<file path="src/hdl/ufd_pkg.sv">
// ----------------------------------------------------------------------------
// ufd_pkg
// Shared codes and types for the header/length frame deframer with checksum.
// ----------------------------------------------------------------------------
`default_nettype none

package ufd_pkg;

	localparam int unsigned PhaseW = 3;
	localparam int unsigned KindW  = 2;
	localparam int unsigned LenW   = 16;
	localparam int unsigned ByteW  = 8;
	localparam int unsigned AddrW  = 2;

	// parser phases
	localparam logic [PhaseW-1:0] PH_HUNT_FIRST  = 3'd0;
	localparam logic [PhaseW-1:0] PH_HUNT_SECOND = 3'd1;
	localparam logic [PhaseW-1:0] PH_LENGTH      = 3'd2;
	localparam logic [PhaseW-1:0] PH_EXT_HIGH    = 3'd3;
	localparam logic [PhaseW-1:0] PH_EXT_LOW     = 3'd4;
	localparam logic [PhaseW-1:0] PH_PAYLOAD     = 3'd5;
	localparam logic [PhaseW-1:0] PH_CHECK       = 3'd6;

	// result kinds
	localparam logic [KindW-1:0] KIND_PAYLOAD = 2'd0;
	localparam logic [KindW-1:0] KIND_GOOD    = 2'd1;
	localparam logic [KindW-1:0] KIND_BAD     = 2'd2;

	// register indexes
	localparam logic [AddrW-1:0] REG_HEADER_FIRST  = 2'd0;
	localparam logic [AddrW-1:0] REG_HEADER_SECOND = 2'd1;
	localparam logic [AddrW-1:0] REG_CHECK_ENABLE  = 2'd2;

	localparam logic [ByteW-1:0] HEADER_FIRST_RST  = 8'hAA;
	localparam logic [ByteW-1:0] HEADER_SECOND_RST = 8'h55;

	typedef struct packed {
		logic [ByteW-1:0] header_first;
		logic [ByteW-1:0] header_second;
		logic             check_enable;
	} cfg_t;

	typedef struct packed {
		logic [KindW-1:0] kind;
		logic [ByteW-1:0] payload_byte;
		logic [LenW-1:0]  frame_payload_len;
		logic             extended_len;
	} result_t;

endpackage

`default_nettype wire

</file>
<file path="src/hdl/ufd_byte_if.sv">
// ----------------------------------------------------------------------------
// ufd_byte_if
// Valid/ready channel carrying one received byte per beat.
// ----------------------------------------------------------------------------
`default_nettype none

interface ufd_byte_if;
	logic       valid;
	logic       ready;
	logic [7:0] rx_byte;

	modport source (output valid, output rx_byte, input ready);
	modport sink (input valid, input rx_byte, output ready);
endinterface

`default_nettype wire

</file>
<file path="src/hdl/ufd_result_if.sv">
// ----------------------------------------------------------------------------
// ufd_result_if
// Valid/ready channel carrying one parser result per beat.
// ----------------------------------------------------------------------------
`default_nettype none

interface ufd_result_if;
	logic        valid;
	logic        ready;
	logic [1:0]  kind;
	logic [7:0]  payload_byte;
	logic [15:0] frame_payload_len;
	logic        extended_len;

	modport source (output valid, output kind, output payload_byte,
		output frame_payload_len, output extended_len, input ready);
	modport sink (input valid, input kind, input payload_byte,
		input frame_payload_len, input extended_len, output ready);
endinterface

`default_nettype wire

</file>
<file path="src/hdl/ufd_cfg.sv">
// ----------------------------------------------------------------------------
// ufd_cfg
// Configuration registers: header bytes and checksum enable.
// ----------------------------------------------------------------------------
`default_nettype none

module ufd_cfg
	import ufd_pkg::*;
(
	input  wire logic             clk,
	input  wire logic             arst_n,
	input  wire logic             cfg_wr_en,
	input  wire logic [AddrW-1:0] cfg_addr,
	input  wire logic [ByteW-1:0] cfg_wdata,
	output cfg_t                  cfg
);

	cfg_t cfg_q;

	always_ff @(posedge clk or negedge arst_n) begin
		if (!arst_n) begin
			cfg_q.header_first  <= HEADER_FIRST_RST;
			cfg_q.header_second <= HEADER_SECOND_RST;
			cfg_q.check_enable  <= 1'b1;
		end else if (cfg_wr_en) begin
			unique case (cfg_addr)
				REG_HEADER_FIRST:  cfg_q.header_first  <= cfg_wdata;
				REG_HEADER_SECOND: cfg_q.header_second <= cfg_wdata;
				REG_CHECK_ENABLE:  cfg_q.check_enable  <= cfg_wdata[0];
				default: ;
			endcase
		end
	end

	assign cfg = cfg_q;

endmodule

`default_nettype wire

</file>
<file path="src/hdl/ufd_parse.sv">
// ----------------------------------------------------------------------------
// ufd_parse
// Frame parser state: header hunt, length, payload sum and checksum verdict.
// ----------------------------------------------------------------------------
`default_nettype none

module ufd_parse
	import ufd_pkg::*;
(
	input  wire logic             clk,
	input  wire logic             arst_n,
	input  wire cfg_t             cfg,
	input  wire logic             step,
	input  wire logic [ByteW-1:0] rx_byte,
	output logic                  has_result,
	output result_t               res
);

	logic [PhaseW-1:0] phase_q, phase_d;
	logic [LenW-1:0]   remain_q, remain_d;
	logic [LenW-1:0]   len_q, len_d;
	logic [ByteW-1:0]  sum_q, sum_d;
	logic              ext_q, ext_d;
	logic [LenW-1:0]   remain_dec;
	logic [LenW-1:0]   ext_len;
	logic [ByteW-1:0]  expect_sum;

	assign remain_dec = remain_q - 16'd1;
	assign ext_len    = {len_q[LenW-1:ByteW], rx_byte};
	assign expect_sum = 8'd0 - sum_q;

	always_comb begin
		phase_d    = phase_q;
		remain_d   = remain_q;
		len_d      = len_q;
		sum_d      = sum_q;
		ext_d      = ext_q;
		has_result = 1'b0;
		res.kind              = KIND_PAYLOAD;
		res.payload_byte      = '0;
		res.frame_payload_len = len_q;
		res.extended_len      = ext_q;
		unique case (phase_q)
			PH_HUNT_FIRST: begin
				if (rx_byte == cfg.header_first) phase_d = PH_HUNT_SECOND;
			end
			PH_HUNT_SECOND: begin
				if (rx_byte == cfg.header_second) begin
					phase_d = PH_LENGTH;
					sum_d   = '0;
				end else if (rx_byte != cfg.header_first) begin
					phase_d = PH_HUNT_FIRST;
				end
			end
			PH_LENGTH: begin
				if (rx_byte == '0) begin
					ext_d   = 1'b1;
					phase_d = PH_EXT_HIGH;
				end else begin
					ext_d    = 1'b0;
					len_d    = {{(LenW-ByteW){1'b0}}, rx_byte};
					remain_d = {{(LenW-ByteW){1'b0}}, rx_byte};
					phase_d  = PH_PAYLOAD;
				end
			end
			PH_EXT_HIGH: begin
				len_d   = {rx_byte, {ByteW{1'b0}}};
				phase_d = PH_EXT_LOW;
			end
			PH_EXT_LOW: begin
				len_d    = ext_len;
				remain_d = ext_len;
				phase_d  = (ext_len == '0) ? PH_CHECK : PH_PAYLOAD;
			end
			PH_PAYLOAD: begin
				sum_d      = sum_q + rx_byte;
				remain_d   = remain_dec;
				if (remain_dec == '0) phase_d = PH_CHECK;
				has_result = 1'b1;
				res.payload_byte = rx_byte;
			end
			PH_CHECK: begin
				phase_d    = PH_HUNT_FIRST;
				has_result = 1'b1;
				res.kind   = (!cfg.check_enable || expect_sum == rx_byte) ?
					KIND_GOOD : KIND_BAD;
			end
			default: phase_d = PH_HUNT_FIRST;
		endcase
	end

	always_ff @(posedge clk or negedge arst_n) begin
		if (!arst_n) begin
			phase_q  <= PH_HUNT_FIRST;
			remain_q <= '0;
			len_q    <= '0;
			sum_q    <= '0;
			ext_q    <= 1'b0;
		end else if (step) begin
			phase_q  <= phase_d;
			remain_q <= remain_d;
			len_q    <= len_d;
			sum_q    <= sum_d;
			ext_q    <= ext_d;
		end
	end

endmodule

`default_nettype wire

</file>
<file path="src/hdl/uart_frame_deframer_checksum.sv">
// ----------------------------------------------------------------------------
// uart_frame_deframer_checksum
// Header/length frame deframer with two's complement trailing checksum.
// ----------------------------------------------------------------------------
// path: a byte is registered at the input (byte_s1), parsed, and its result lands in
// the output register (res_s2), which drives result.valid and the result fields
// throughput: one byte per cycle, unless a byte with a result waits on a stalled output
// reset: arst_n clears parser state and both stage valid flags; registers take defaults
`default_nettype none

module uart_frame_deframer_checksum
	import ufd_pkg::*;
(
	input  wire logic             clk,
	input  wire logic             arst_n,
	input  wire logic             cfg_wr_en,
	input  wire logic [AddrW-1:0] cfg_addr,
	input  wire logic [ByteW-1:0] cfg_wdata,
	ufd_byte_if.sink              rx,
	ufd_result_if.source          result
);

	cfg_t             cfg;
	logic             valid_s1;
	logic [ByteW-1:0] byte_s1;
	logic             valid_s2;
	result_t          res_s2;
	logic             has_result;
	result_t          res;
	logic             out_free;
	logic             advance;

	ufd_cfg u_cfg (
		.clk       (clk),
		.arst_n    (arst_n),
		.cfg_wr_en (cfg_wr_en),
		.cfg_addr  (cfg_addr),
		.cfg_wdata (cfg_wdata),
		.cfg       (cfg)
	);

	ufd_parse u_parse (
		.clk        (clk),
		.arst_n     (arst_n),
		.cfg        (cfg),
		.step       (advance),
		.rx_byte    (byte_s1),
		.has_result (has_result),
		.res        (res)
	);

	// a byte with no result never waits on the output side
	assign out_free = !valid_s2 || result.ready;
	assign advance  = valid_s1 && (!has_result || out_free);
	assign rx.ready = !valid_s1 || advance;

	always_ff @(posedge clk or negedge arst_n) begin
		if (!arst_n) begin
			valid_s1 <= 1'b0;
		end else if (rx.ready) begin
			valid_s1 <= rx.valid;
		end
	end

	always_ff @(posedge clk) begin
		if (rx.valid && rx.ready) byte_s1 <= rx.rx_byte;
	end

	always_ff @(posedge clk or negedge arst_n) begin
		if (!arst_n) begin
			valid_s2 <= 1'b0;
		end else if (out_free) begin
			valid_s2 <= advance && has_result;
		end
	end

	always_ff @(posedge clk) begin
		if (out_free && advance && has_result) res_s2 <= res;
	end

	assign result.valid             = valid_s2;
	assign result.kind              = res_s2.kind;
	assign result.payload_byte      = res_s2.payload_byte;
	assign result.frame_payload_len = res_s2.frame_payload_len;
	assign result.extended_len      = res_s2.extended_len;

endmodule

`default_nettype wire
</file>
<file path="src/flat_wrapper.sv">
// flat-port wrapper written by rule: the top's interface ports become plain ports
module uart_frame_deframer_checksum_flat import ufd_pkg::*;
  (clk, arst_n, cfg_wr_en, cfg_addr, cfg_wdata, rx_valid, rx_rx_byte, rx_ready, result_valid, result_kind, result_payload_byte, result_frame_payload_len, result_extended_len, result_ready);
  ufd_byte_if rx_i ();
  ufd_result_if result_i ();
  input  wire logic clk;
  input  wire logic arst_n;
  input  wire logic cfg_wr_en;
  input  wire logic [AddrW-1:0] cfg_addr;
  input  wire logic [ByteW-1:0] cfg_wdata;
  input wire logic [$bits(rx_i.valid)-1:0] rx_valid;
  input wire logic [$bits(rx_i.rx_byte)-1:0] rx_rx_byte;
  output wire logic [$bits(rx_i.ready)-1:0] rx_ready;
  output wire logic [$bits(result_i.valid)-1:0] result_valid;
  output wire logic [$bits(result_i.kind)-1:0] result_kind;
  output wire logic [$bits(result_i.payload_byte)-1:0] result_payload_byte;
  output wire logic [$bits(result_i.frame_payload_len)-1:0] result_frame_payload_len;
  output wire logic [$bits(result_i.extended_len)-1:0] result_extended_len;
  input wire logic [$bits(result_i.ready)-1:0] result_ready;
  assign rx_i.valid = rx_valid;
  assign rx_i.rx_byte = rx_rx_byte;
  assign rx_ready = rx_i.ready;
  assign result_valid = result_i.valid;
  assign result_kind = result_i.kind;
  assign result_payload_byte = result_i.payload_byte;
  assign result_frame_payload_len = result_i.frame_payload_len;
  assign result_extended_len = result_i.extended_len;
  assign result_i.ready = result_ready;
  uart_frame_deframer_checksum u_core (.clk(clk), .arst_n(arst_n), .cfg_wr_en(cfg_wr_en), .cfg_addr(cfg_addr), .cfg_wdata(cfg_wdata), .rx(rx_i), .result(result_i));
endmodule
</file>
<file path="config.mk">
export PLATFORM = sky130hd
export DESIGN_NAME = uart_frame_deframer_checksum_flat
export DESIGN_NICKNAME = d
export VERILOG_FILES = /design/src/hdl/ufd_pkg.sv /design/src/hdl/ufd_byte_if.sv /design/src/hdl/ufd_result_if.sv /design/src/hdl/ufd_cfg.sv /design/src/hdl/ufd_parse.sv /design/src/hdl/uart_frame_deframer_checksum.sv /design/src/flat_wrapper.sv
export SDC_FILE = /design/constraint.sdc
export NUM_CORES = 1
export LEC_CHECK = 0
export ABC_AREA = 1
export BUFFER_PORTS_ARGS = -buffer_cell sky130_fd_sc_hd__buf_2
export CAP_MARGIN = 20
export CORE_ASPECT_RATIO = 1.5
export CORE_MARGIN = 4
export CORE_UTILIZATION = 53
export DETAILED_ROUTE_END_ITERATION = 10
export PLACE_DENSITY = 0.73
export SYNTH_ARGS = -nofsm -noshare
export SYNTH_HDL_FRONTEND = slang
export SYNTH_SLANG_ARGS = --single-unit
</file>
<file path="constraint.sdc">
create_clock -name clk -period 1.9 [get_ports clk]
set_input_delay 0.285 -clock clk [delete_from_list [all_inputs] [get_ports clk]]
set_output_delay 0.285 -clock clk [all_outputs]
set_load 0.01 [all_outputs]
</file>
Yosys cells after proc, flatten, opt, wreduce, memory -nomap -nowiden
Cells that the tools add are included.
{ "word_totals": {"regBits": 98, "in_bits": 23, "out_inout_bits": 29, "elab_cells": 84} }
{ "op_classes": {"addsub": 3, "n_eq_ne": 17, "n_mux": 15, "bitwise": 1, "reduce_logical": 32} }
{ "op_table": {"columns": ["op", "n"], "rows": [
  ["one-hot mux 16 bit (3 select lines)", 2],
  ["zero test 16 bit", 2],
  ["== test 8 bit", 3],
  ["one-hot mux 3 bit (6 select lines)", 1],
  ["2-to-1 mux 16 bit", 1],
  ["one-hot mux 8 bit (2 select lines)", 1],
  ["subtractor 16 x 1 -> 16 bit, second input constant", 1],
  ["2-to-1 mux 3 bit", 5],
  ["== test 3 bit, second input constant", 3],
  ["AND reduction 3 bit", 3],
  ["adder 8 bit", 1],
  ["zero test 8 bit", 1],
  ["2-to-1 mux 8 bit", 1],
  ["inequality test 2 bit, second input constant", 4],
  ["inequality test 8 bit", 1],
  ["AND reduction 2 bit", 4],
  ["AND reduction 4 bit", 2],
  ["subtractor 1 x 8 -> 8 bit, first input constant", 1],
  ["== test 3 x 2 -> 1 bit, second input constant", 2],
  ["nonzero test 3 bit", 2],
  ["logical AND 1 bit", 5],
  ["zero test 1 bit", 4],
  ["logical OR 1 bit", 4],
  ["2-to-1 mux 2 bit", 2],
  ["10 further kinds", 12]
]} }

Depth between registers and ports, before layout
Gate-level depths: netlist of the first run.
{ "depth": {"ltp_word": 8, "depth_mapped": 16} }

Cells and area by module
From an unflattened synthesis of the first run, not the netlist that was laid out.
{ "hier_totals": {"hier_cells": 576, "area_unflattened_um2": 5116.2} }
{ "by_module_without_submodules": {"columns": ["mod", "n_inst", "cells_each", "area_each_um2"], "rows": [
  ["ufd_parse", 1, 449, 3213.1],
  ["uart_frame_deframer_checksum", 1, 50, 1161.1],
  ["ufd_cfg", 1, 77, 742.0]
]} }

Worst setup path after synthesis of the first run
Ideal clock, no wire load.
{ "synth_path": {"kind": "register to register", "startpoint": "register u_core.u_parse.phase_q[0]", "endpoint": "register u_core.res_s2 (netlist bit u_core.result.extended_len) (enable)", "setup_time_ps": 382, "arrival_time_ps": 1621, "required_ps": 1518, "path_slack_ps": -103, "stages_incl_launch_ff": 10, "path_buffers": 0, "cell_sequence": "dfrtp_1 -> inv_1 -> nor2_2 -> inv_2 -> nor2_4 -> inv_6 -> nand2_4 -> a21oi_4 -> nand2_1 -> inv_1"} }
{ "synth_between": {"elab_chain_len": 8, "word_cells_on_any_way": 9, "cone_classes": "eq/ne: 2; mux: 1; reduce/logical: 6"} }
{ "synth_rtl": {"columns": ["element", "line_no", "source"], "rows": [
  ["start: declaration", "ufd_parse.sv:19", "logic [PhaseW-1:0] phase_q, phase_d;"],
  ["start signal: assignment", "ufd_parse.sv:100", "phase_q <= phase_d;"],
  ["== test 3 bit", "ufd_parse.sv:43", "unique case (phase_q)"],
  ["OR reduction 2 bit (no line) *", null, null],
  ["2-to-1 mux 1 bit *", "ufd_parse.sv:43", null],
  ["zero test 1 bit", "uart_frame_deframer_checksum.sv:54", "assign advance = valid_s1 && (!has_result || out_free);"],
  ["logical OR 1 bit", "uart_frame_deframer_checksum.sv:54", null],
  ["logical AND 1 bit", "uart_frame_deframer_checksum.sv:54", null],
  ["logical AND 1 bit", "uart_frame_deframer_checksum.sv:78", "if (out_free && advance && has_result) res_s2 <= res;"],
  ["logical AND 1 bit *", "uart_frame_deframer_checksum.sv:78", null],
  ["end signal: assignment", "uart_frame_deframer_checksum.sv:78", null],
  ["end: declaration", "uart_frame_deframer_checksum.sv:27", "result_t res_s2;"]
]} }
Every way passes the cells marked *; elsewhere a longest branch is shown, timed or not.
A chain may end at the register's enable or synchronous reset.

Worst setup path after layout of the first run
{ "layout_path": {"startpoint": "register u_core.u_parse.remain_q[2]", "endpoint": "register u_core.u_parse.phase_q[2]"} }
{ "layout_between": {"elab_chain_len": 4} }
{ "layout_rtl": {"columns": ["element", "line_no", "source"], "rows": [
  ["start: declaration", "ufd_parse.sv:20", "logic [LenW-1:0] remain_q, remain_d;"],
  ["start signal: assignment", "ufd_parse.sv:101", "remain_q <= remain_d;"],
  ["subtractor 16 x 1 -> 16 bit", "ufd_parse.sv:28", "assign remain_dec = remain_q - 16'd1;"],
  ["zero test 16 bit", "ufd_parse.sv:78", "if (remain_dec == '0) phase_d = PH_CHECK;"],
  ["inequality test 2 bit (no line)", null, null],
  ["AND reduction 4 bit (no line)", null, null]
]} }
Every way passes these cells.

==> flow_metrics.env, run 1 <==
export IMPL_ys_types=35
export IMPL_insertion_delay_ps=350
export IMPL_r2r_cells=15
export IMPL_violations="setup timing"
export IMPL_dr_pass1_iters=5
export IMPL_critPathMaxFanout=5
export IMPL_start_util=0.542
export IMPL_worstHoldStart="rx_rx_byte[1]"
export IMPL_finalMaxSlewViolations=0
export IMPL_timing_final_crit_share=1.05
export IMPL_instances_no_fill=806
export IMPL_synth_seq_area_share=0.529
export IMPL_fp_dieArea_um2=11100
export IMPL_status="complete, but fails checks"
export IMPL_tightestPinTransition_ps=517
export IMPL_p_per_area_nw_per_um2=1310
export IMPL_fmax_mhz=503
export IMPL_layout_drive_gt1_share=0.308
export IMPL_synthSimpleGateAreaFrac=0.211
export IMPL_avgSynthCellArea_um2=8.84
export IMPL_grt_antenna_before_repair=0
export IMPL_p_clk_frac=0.211
export IMPL_yosys_warnings=0
export IMPL_io_buffers=51
export IMPL_die_h_um=127
export IMPL_grt_pass1_vias=4454
export IMPL_p_leak_nw=2.98
export IMPL_finish_utilization=0.700
export IMPL_numCtsBuffers=9
export IMPL_dp_hpwl_mm=9.50
export IMPL_synthMuxAreaShare=0
export IMPL_diodes=0
export IMPL_multi_input_area_um2=2210
export IMPL_dp_slack_ps=-154
export IMPL_slew_headroom=0.654
export IMPL_rows=43
export IMPL_power_switching_w=0.00325
export IMPL_worstSetupEndpointType="flop"
export IMPL_rsz0062_at_grt="yes"
export IMPL_viasPerCell=5.55
export IMPL_register_area_um2=2640
export IMPL_path_class="flop to flop"
export IMPL_area_delta_synth_final_pct=29.2
export IMPL_cts_tree="done"
export IMPL_synth_fa_ha_area_frac=0.0291
export IMPL_synth_seq_cells=98
export IMPL_grt_pass1_wl_mm=20.9
export IMPL_post_route_min_period_ps=1990
export IMPL_place_gp_congestion=0.956
export IMPL_worstHoldEndpoint="u_core.byte_s1[1]$_DFFE_PP_"
export IMPL_finalClockSkew_ps=6.27
export IMPL_swShare=0.384
export IMPL_synth_compound_area_frac=0.109
export IMPL_placed_cells=766
export IMPL_ctsHtreeMaxLevel=3
export IMPL_setup_viol=3
export IMPL_fillers=695
export IMPL_vias=4475
export IMPL_core_area_um2=9200
export IMPL_irDropWorstVdd_uv=672
export IMPL_timing_hold_ws_ps=107
export IMPL_final_nets=723
export IMPL_grt_max_degree=46
export IMPL_avgRoutedWirePerCell_um=16.7
export IMPL_clk_pin_slew_ps=70
export IMPL_die_x_um=87.2
export IMPL_syn_nets=598
export IMPL_cts_root_buf="clkbuf_16"
export IMPL_syn_inst=564
export IMPL_reg2reg_to="u_core.u_parse.phase_q[2]$_DFFE_PN0P_"
export IMPL_cap_violations=0
export IMPL_synth_top_family_by_area="simple AND/OR/NAND/NOR gates"
export IMPL_hp_class="input port to flop"
export IMPL_grt_total_usage=0.247
export IMPL_final_antenna_net_count=0
export IMPL_holdPathStages=1
export IMPL_synth_area_um2=4990
export IMPL_crit_arrival_ps=2220
export IMPL_seqPwrFrac=0.385
export IMPL_first_iter_violations=380
export IMPL_routed_wl_mm=13.4
export IMPL_ioPinCount=52
export IMPL_cp_start_kind="flop"
export IMPL_reg2reg_from="u_core.u_parse.remain_q[2]$_DFFE_PN0P_"
export IMPL_finalHoldViolations=0
export IMPL_internal_power_w=0.00522
export IMPL_r2r_slack_ps=-90
export IMPL_cts_sinks=98
export IMPL_fin_ws_ps=-87.7
export IMPL_crit_required_ps=2140
export IMPL_comb_power_share=0.404
export IMPL_synth_xor_area_share=0.0492
export IMPL_overflow=0
export IMPL_drc=0
export IMPL_clockBufferDepth=2
==> area by class of cell <==
cell class                      instances  share of cell area
Inverter                               79              0.0474
Clock buffer                           11              0.0361
Sequential cell                        98               0.410
Timing Repair Buffer                  121               0.133
Clock inverter                          5             0.00855
Tap cell                              112              0.0218
Multi-Input combinational cell        380               0.344
==> cells by family (layout without fill, tap and decap cells) <==
logic type               Yosys count  in the layout
buffers and inverters             88            216
flip-flops                        98             98
XOR/XNOR                          28             28
adder cells (fa/ha/maj)           11             11
AND/OR/NAND/NOR                  245            247
AO/OA/AOI/OAI                     94             94
==> routing by layer <==
metal  wire (um)  GRT usage  share of wire
met5           0          0              0
met4         697      0.136          0.052
met3         682     0.0507          0.051
met2        7470      0.454           0.56
met1        4580      0.254           0.34
==> Yosys cell counts <==
library cell,n,share of area
nand2_1,117,0.088
inv_1,76,0.057
nor2_1,61,0.046
dfrtp_1,54,0.27
o21ai_0,52,0.052
nand3_1,43,0.043
edfxtp_1,35,0.21
xnor2_1,15,0.026
xor2_1,13,0.023
ha_1,10,0.025
dfstp_2,9,0.047
a21oi_1,8,0.0080
o211ai_1,8,0.012
o22ai_1,8,0.010
o21ai_1,7,0.0070
nand4_1,6,0.0075
or2_2,5,0.0063
a22oi_1,4,0.0060
clkbuf_1,4,0.0030
nor3_1,4,0.0040
buf_6,3,0.0068
nor2_4,3,0.0068
a21oi_4,2,0.0065
a31oi_1,2,0.0025
inv_2,2,0.0015
nand2_4,2,0.0045
nor2_2,2,0.0025
nor4_1,2,0.0025
buf_2,1,0.0010
clkbuf_2,1,0.0010
fa_1,1,0.0040
inv_6,1,0.0018
o21a_1,1,0.0015
o221ai_1,1,0.0018
o31ai_1,1,0.0015
==> state kept, by name, indices dropped and copies added, names as in the netlist <==
name / cells
u_core.u_cfg.cfg: 17
u_core.result.frame_payload_len: 16
u_core.u_parse.len_q: 16
u_core.u_parse.remain_q: 16
u_core.byte_s1: 8
u_core.result.payload_byte: 8
u_core.u_parse.sum_q: 8
u_core.u_parse.phase_q: 3
u_core.result.kind: 2
u_core.result.extended_len: 1
u_core.result.valid: 1
u_core.u_parse.ext_q: 1
u_core.valid_s1: 1
==> worst max-delay path, stage by stage, from the launching register on <==
cell	delay (ps)
dfrtp_1	420
nor2_2	160
nand2_2	110
nor2_4	200
buf_4	140
nand2_1	50
nand2_1	60
nand2_1	90
nor2_1	100
nand2_1	60
nor2_1	80
nand2_1	80
nand2_2	100
nand2_2	70
nand2_1	80
nand2_1	70
==> through the flow <==
step	setup TNS, ps	area, um2	total power [W]
floorplan	0	4990	0.00516
global placement	-313	5740	0.00597
detailed placement	-881	5740	0.00609
CTS	-19.1	6160	0.00806
global route	-867	6440	0.00902
finish	-198	6440	0.00847
==> cells in the final DEF, fill, tap and decap left out, types with 2 or more instances in the layout <==
| cell type | n |
|---|---|
| buf_6 | 5 |
| nor4_1 | 2 |
| a21oi_2 | 2 |
| o22ai_2 | 2 |
| inv_1 | 68 |
| clkbuf_1 | 2 |
| buf_4 | 61 |
| nand3_1 | 36 |
| clkinv_2 | 2 |
| dfrtp_1 | 53 |
| dfstp_2 | 9 |
| o22ai_1 | 6 |
| inv_2 | 9 |
| ha_4 | 2 |
| nand4_1 | 6 |
| buf_12 | 4 |
| o21ai_0 | 45 |
| nor2_4 | 5 |
| edfxtp_1 | 35 |
| xnor2_1 | 14 |
| nor2_1 | 49 |
| a21oi_1 | 6 |
| nand3_2 | 6 |
| buf_2 | 50 |
| xor2_1 | 12 |
| clkinvlp_4 | 3 |
| nand2_1 | 107 |
| nand2_2 | 9 |
| a22oi_1 | 4 |
| ha_1 | 7 |
| o21ai_1 | 13 |
| or2_2 | 5 |
| nor2_2 | 14 |
| nand2_4 | 3 |
| clkbuf_16 | 9 |
| a21oi_4 | 2 |
| o211ai_1 | 8 |
| nor3_1 | 2 |
==> how the worst max path moves through the flow <==
stage | start | end | slack, ps | cells after the start
after CTS | u_core.byte_s1[0]$_DFFE_PP_ | u_core.u_parse.sum_q[6]$_DFFE_PN0P_ | -10 | 9
after detailed placement | u_core.u_parse.phase_q[2]$_DFFE_PN0P_ | u_core.u_parse.remain_q[15]$_DFFE_PN0P_ | -150 | 7
final | u_core.u_parse.remain_q[2]$_DFFE_PN0P_ | u_core.u_parse.phase_q[2]$_DFFE_PN0P_ | -90 | 15
after global routing | u_core.u_parse.remain_q[2]$_DFFE_PN0P_ | u_core.u_parse.phase_q[2]$_DFFE_PN0P_ | -150 | 15
after global placement | u_core.byte_s1[0]$_DFFE_PP_ | u_core.u_parse.sum_q[6]$_DFFE_PN0P_ | -80 | 9
after floorplan | u_core.u_parse.phase_q[0]$_DFFE_PN0P_ | u_core.result.extended_len$_DFFE_PP_ | 30 | 9
==> power by group through the flow <==
stage | logic [W] | clock network, W | registers (W)
after floorplan | 0.00203 | 0 | 0.00313
after detailed placement | 0.00283 | 0 | 0.00326
final | 0.00343 | 0.00178 | 0.00326
after global placement | 0.00274 | 0 | 0.00323
after global routing | 0.00382 | 0.00191 | 0.00330
after CTS | 0.00303 | 0.00181 | 0.00322
==> what timing repair did <==
item	in CTS	in global routing
gates cloned	1	1
pin swaps	6	17
hold endpoints to repair	9	0
endpoints found under the setup margin	14	65
setup buffers	9	12
gates resized for setup	15	55
hold buffers	1	0
Power figures use the tool's default switching activity.
==> run 2, diff against run 1 <==
--- a/config.mk
+++ b/config.mk
@@ -7,8 +7,8 @@
 export LEC_CHECK = 0
 export ABC_AREA = 1
 export BUFFER_PORTS_ARGS = -buffer_cell sky130_fd_sc_hd__buf_2
-export CAP_MARGIN = 20
-export CORE_ASPECT_RATIO = 1.5
+export CAP_MARGIN = 0
+export CORE_ASPECT_RATIO = 1.2
 export CORE_MARGIN = 4
 export CORE_UTILIZATION = 53
 export DETAILED_ROUTE_END_ITERATION = 10
==> flow_metrics.env, run 2 (synthesis gave the netlist of run 1 again) <==
export IMPL_slowest_stage="edfxtp_1"
export IMPL_dp_slack_ps=-88.3
export IMPL_reg2reg_from="u_core.byte_s1[1]$_DFFE_PP_"
export IMPL_instances_no_fill=794
export IMPL_seqPwrFrac=0.421
export IMPL_die_x_um=96.6
export IMPL_rows=38
export IMPL_cts_sinks=98
export IMPL_hp_class="input port to flop"
export IMPL_worstHoldStart="rx_rx_byte[2]"
export IMPL_area_delta_synth_final_pct=24.1
export IMPL_irDropWorstVdd_uv=593
export IMPL_post_route_min_period_ps=1850
export IMPL_dr_pass1_iters=5
export IMPL_fmax_mhz=540
export IMPL_finalMaxSlewViolations=0
export IMPL_holdPathStages=1
export IMPL_grt_pass1_wl_mm=19.3
export IMPL_rsz0062_at_grt="yes"
export IMPL_p_per_area_nw_per_um2=1270
export IMPL_final_cell_mix="nand2_1, inv_1, nor2_1, buf_2, dfrtp_1"
export IMPL_finalClockSkew_ps=9.95
export IMPL_timing_final_crit_share=0.975
export IMPL_startpoint="u_core.byte_s1[1]$_DFFE_PP_"
export IMPL_path_class="flop to flop"
export IMPL_critPathBufInv=1
export IMPL_grt_antenna_before_repair=0
export IMPL_clockBufferDepth=2
export IMPL_layout_drive_gt1_share=0.288
export IMPL_numCtsBuffers=9
export IMPL_routed_wl_mm=12.0
export IMPL_crit_family="flip-flops"
export IMPL_grt_total_usage=0.227
export IMPL_worstSetupEndpointType="flop"
export IMPL_final_nets=703
export IMPL_cts_tree="done"
export IMPL_grt_pass1_vias=4051
export IMPL_p_clk_frac=0.178
export IMPL_place_gp_congestion=0.923
export IMPL_dp_hpwl_mm=8.61
export IMPL_slew_headroom=0.667
export IMPL_cpPeakStageDelay_ps=520
export IMPL_total_power_w=0.00783
export IMPL_swShare=0.401
export IMPL_cap_violations=0
export IMPL_die_h_um=114
export IMPL_ctsHtreeMaxLevel=3
export IMPL_fin_ws_ps=46.8
export IMPL_ioPinCount=52
export IMPL_cp_depth=9
export IMPL_placed_cells=758
export IMPL_fp_dieArea_um2=11000
export IMPL_setup_viol=0
export IMPL_power_switching_w=0.00314
export IMPL_vias=4247
export IMPL_viasPerCell=5.35
export IMPL_crit_required_ps=2170
export IMPL_finalHoldViolations=0
export IMPL_p_leak_nw=2.86
export IMPL_comb_power_share=0.401
export IMPL_final_antenna_net_count=0
export IMPL_cts_root_buf="clkbuf_8"
export IMPL_start_util=0.546
export IMPL_r2r_cells=9
export IMPL_tightestPinTransition_ps=498
export IMPL_clk_pin_slew_ps=100
export IMPL_critPathMaxFanout=5
export IMPL_insertion_delay_ps=380
export IMPL_internal_power_w=0.00469
export IMPL_drc=0
export IMPL_io_buffers=51
export IMPL_status="complete, no violations"
export IMPL_crit_arrival_ps=2120
export IMPL_path_cells="buf_6, fa_2, nand3_1, nand3_2, nand2_1, nand2_1, a21oi_2, xor2_1, o21ai_1"
export IMPL_avgRoutedWirePerCell_um=15.1
export IMPL_first_iter_violations=239
export IMPL_crit_top_cell="nand2_1"
export IMPL_diodes=0
export IMPL_grt_max_degree=64
export IMPL_overflow=0
export IMPL_mostFrequentLayoutCell="nand2_1"
export IMPL_core_area_um2=9130
export IMPL_largest_reg_flops=17
export IMPL_timing_hold_ws_ps=83.6
export IMPL_cp_start_kind="flop"
run 2: power groups by stage:
stage | combinational (W) | sequential, W | clock, W
CTS | 0.00276 | 0.00323 | 0.00140
finish | 0.00314 | 0.00330 | 0.00139
global placement | 0.00263 | 0.00325 | 0
floorplan | 0.00203 | 0.00313 | 0
detailed placement | 0.00273 | 0.00327 | 0
global route | 0.00355 | 0.00335 | 0.00149
run 2: worst paths after layout:
kind                                                                 to  slack (ps)
setup / recovery                    u_core.u_parse.sum_q[6]$_DFFE_PN0P_          50
hold / removal                              u_core.byte_s1[2]$_DFFE_PP_          80
setup reg to reg                    u_core.u_parse.sum_q[6]$_DFFE_PN0P_          50
hold reg to reg            u_core.result.frame_payload_len[5]$_DFFE_PP_         470
max in group asynchronous               u_core.u_cfg.cfg[0]$_DFFE_PN1P_        1110
min in group asynchronous           u_core.u_parse.len_q[3]$_DFFE_PN0P_         440
run 2: routing by layer:
layer,share of wire,vias up,global-route usage
li1,-,2066,-
met1,0.40,2020,0.291
met2,0.52,137,0.384
met3,0.061,24,0.0447
met4,0.021,0,0.0767
met5,0,-,0
run 2: through the flow:
step,TNS [ps],utilization,area [um2]
6_report,0,0.678,6190
4_1_cts,0,0.641,5850
3_3_place_gp,0,0.615,5620
3_5_place_dp,-254,0.615,5620
5_1_grt,-323,0.678,6190
2_1_floorplan,0,-,4990
run 2: timing repair:
item                                    CTS  global route
pin swaps                                 2            14
endpoints found under the setup margin    4            69
gates cloned                              0             0
buffers inserted                          1            18
hold buffers                              1             0
resized for setup                         5            62
endpoints found under the hold margin    54             0
run 2: final cells by class:
type | instances | area [um2]
repair buffers | 103 | 699
flip-flops and latches | 98 | 2640
clock inverters | 6 | 75.1
fillers | 727 | 2940
multi-input cells | 378 | 2190
inverters | 79 | 305
well taps | 120 | 150
clock buffers | 10 | 128
run 2: worst register-to-register path: cells and delay by family, from the launching register on:
family	cells	cell delay, ps
fa+ha+maj	1	370
compound gates	2	200
buf+inv	1	170
xor+xnor	1	150
flops	1	520
simple gates	4	340
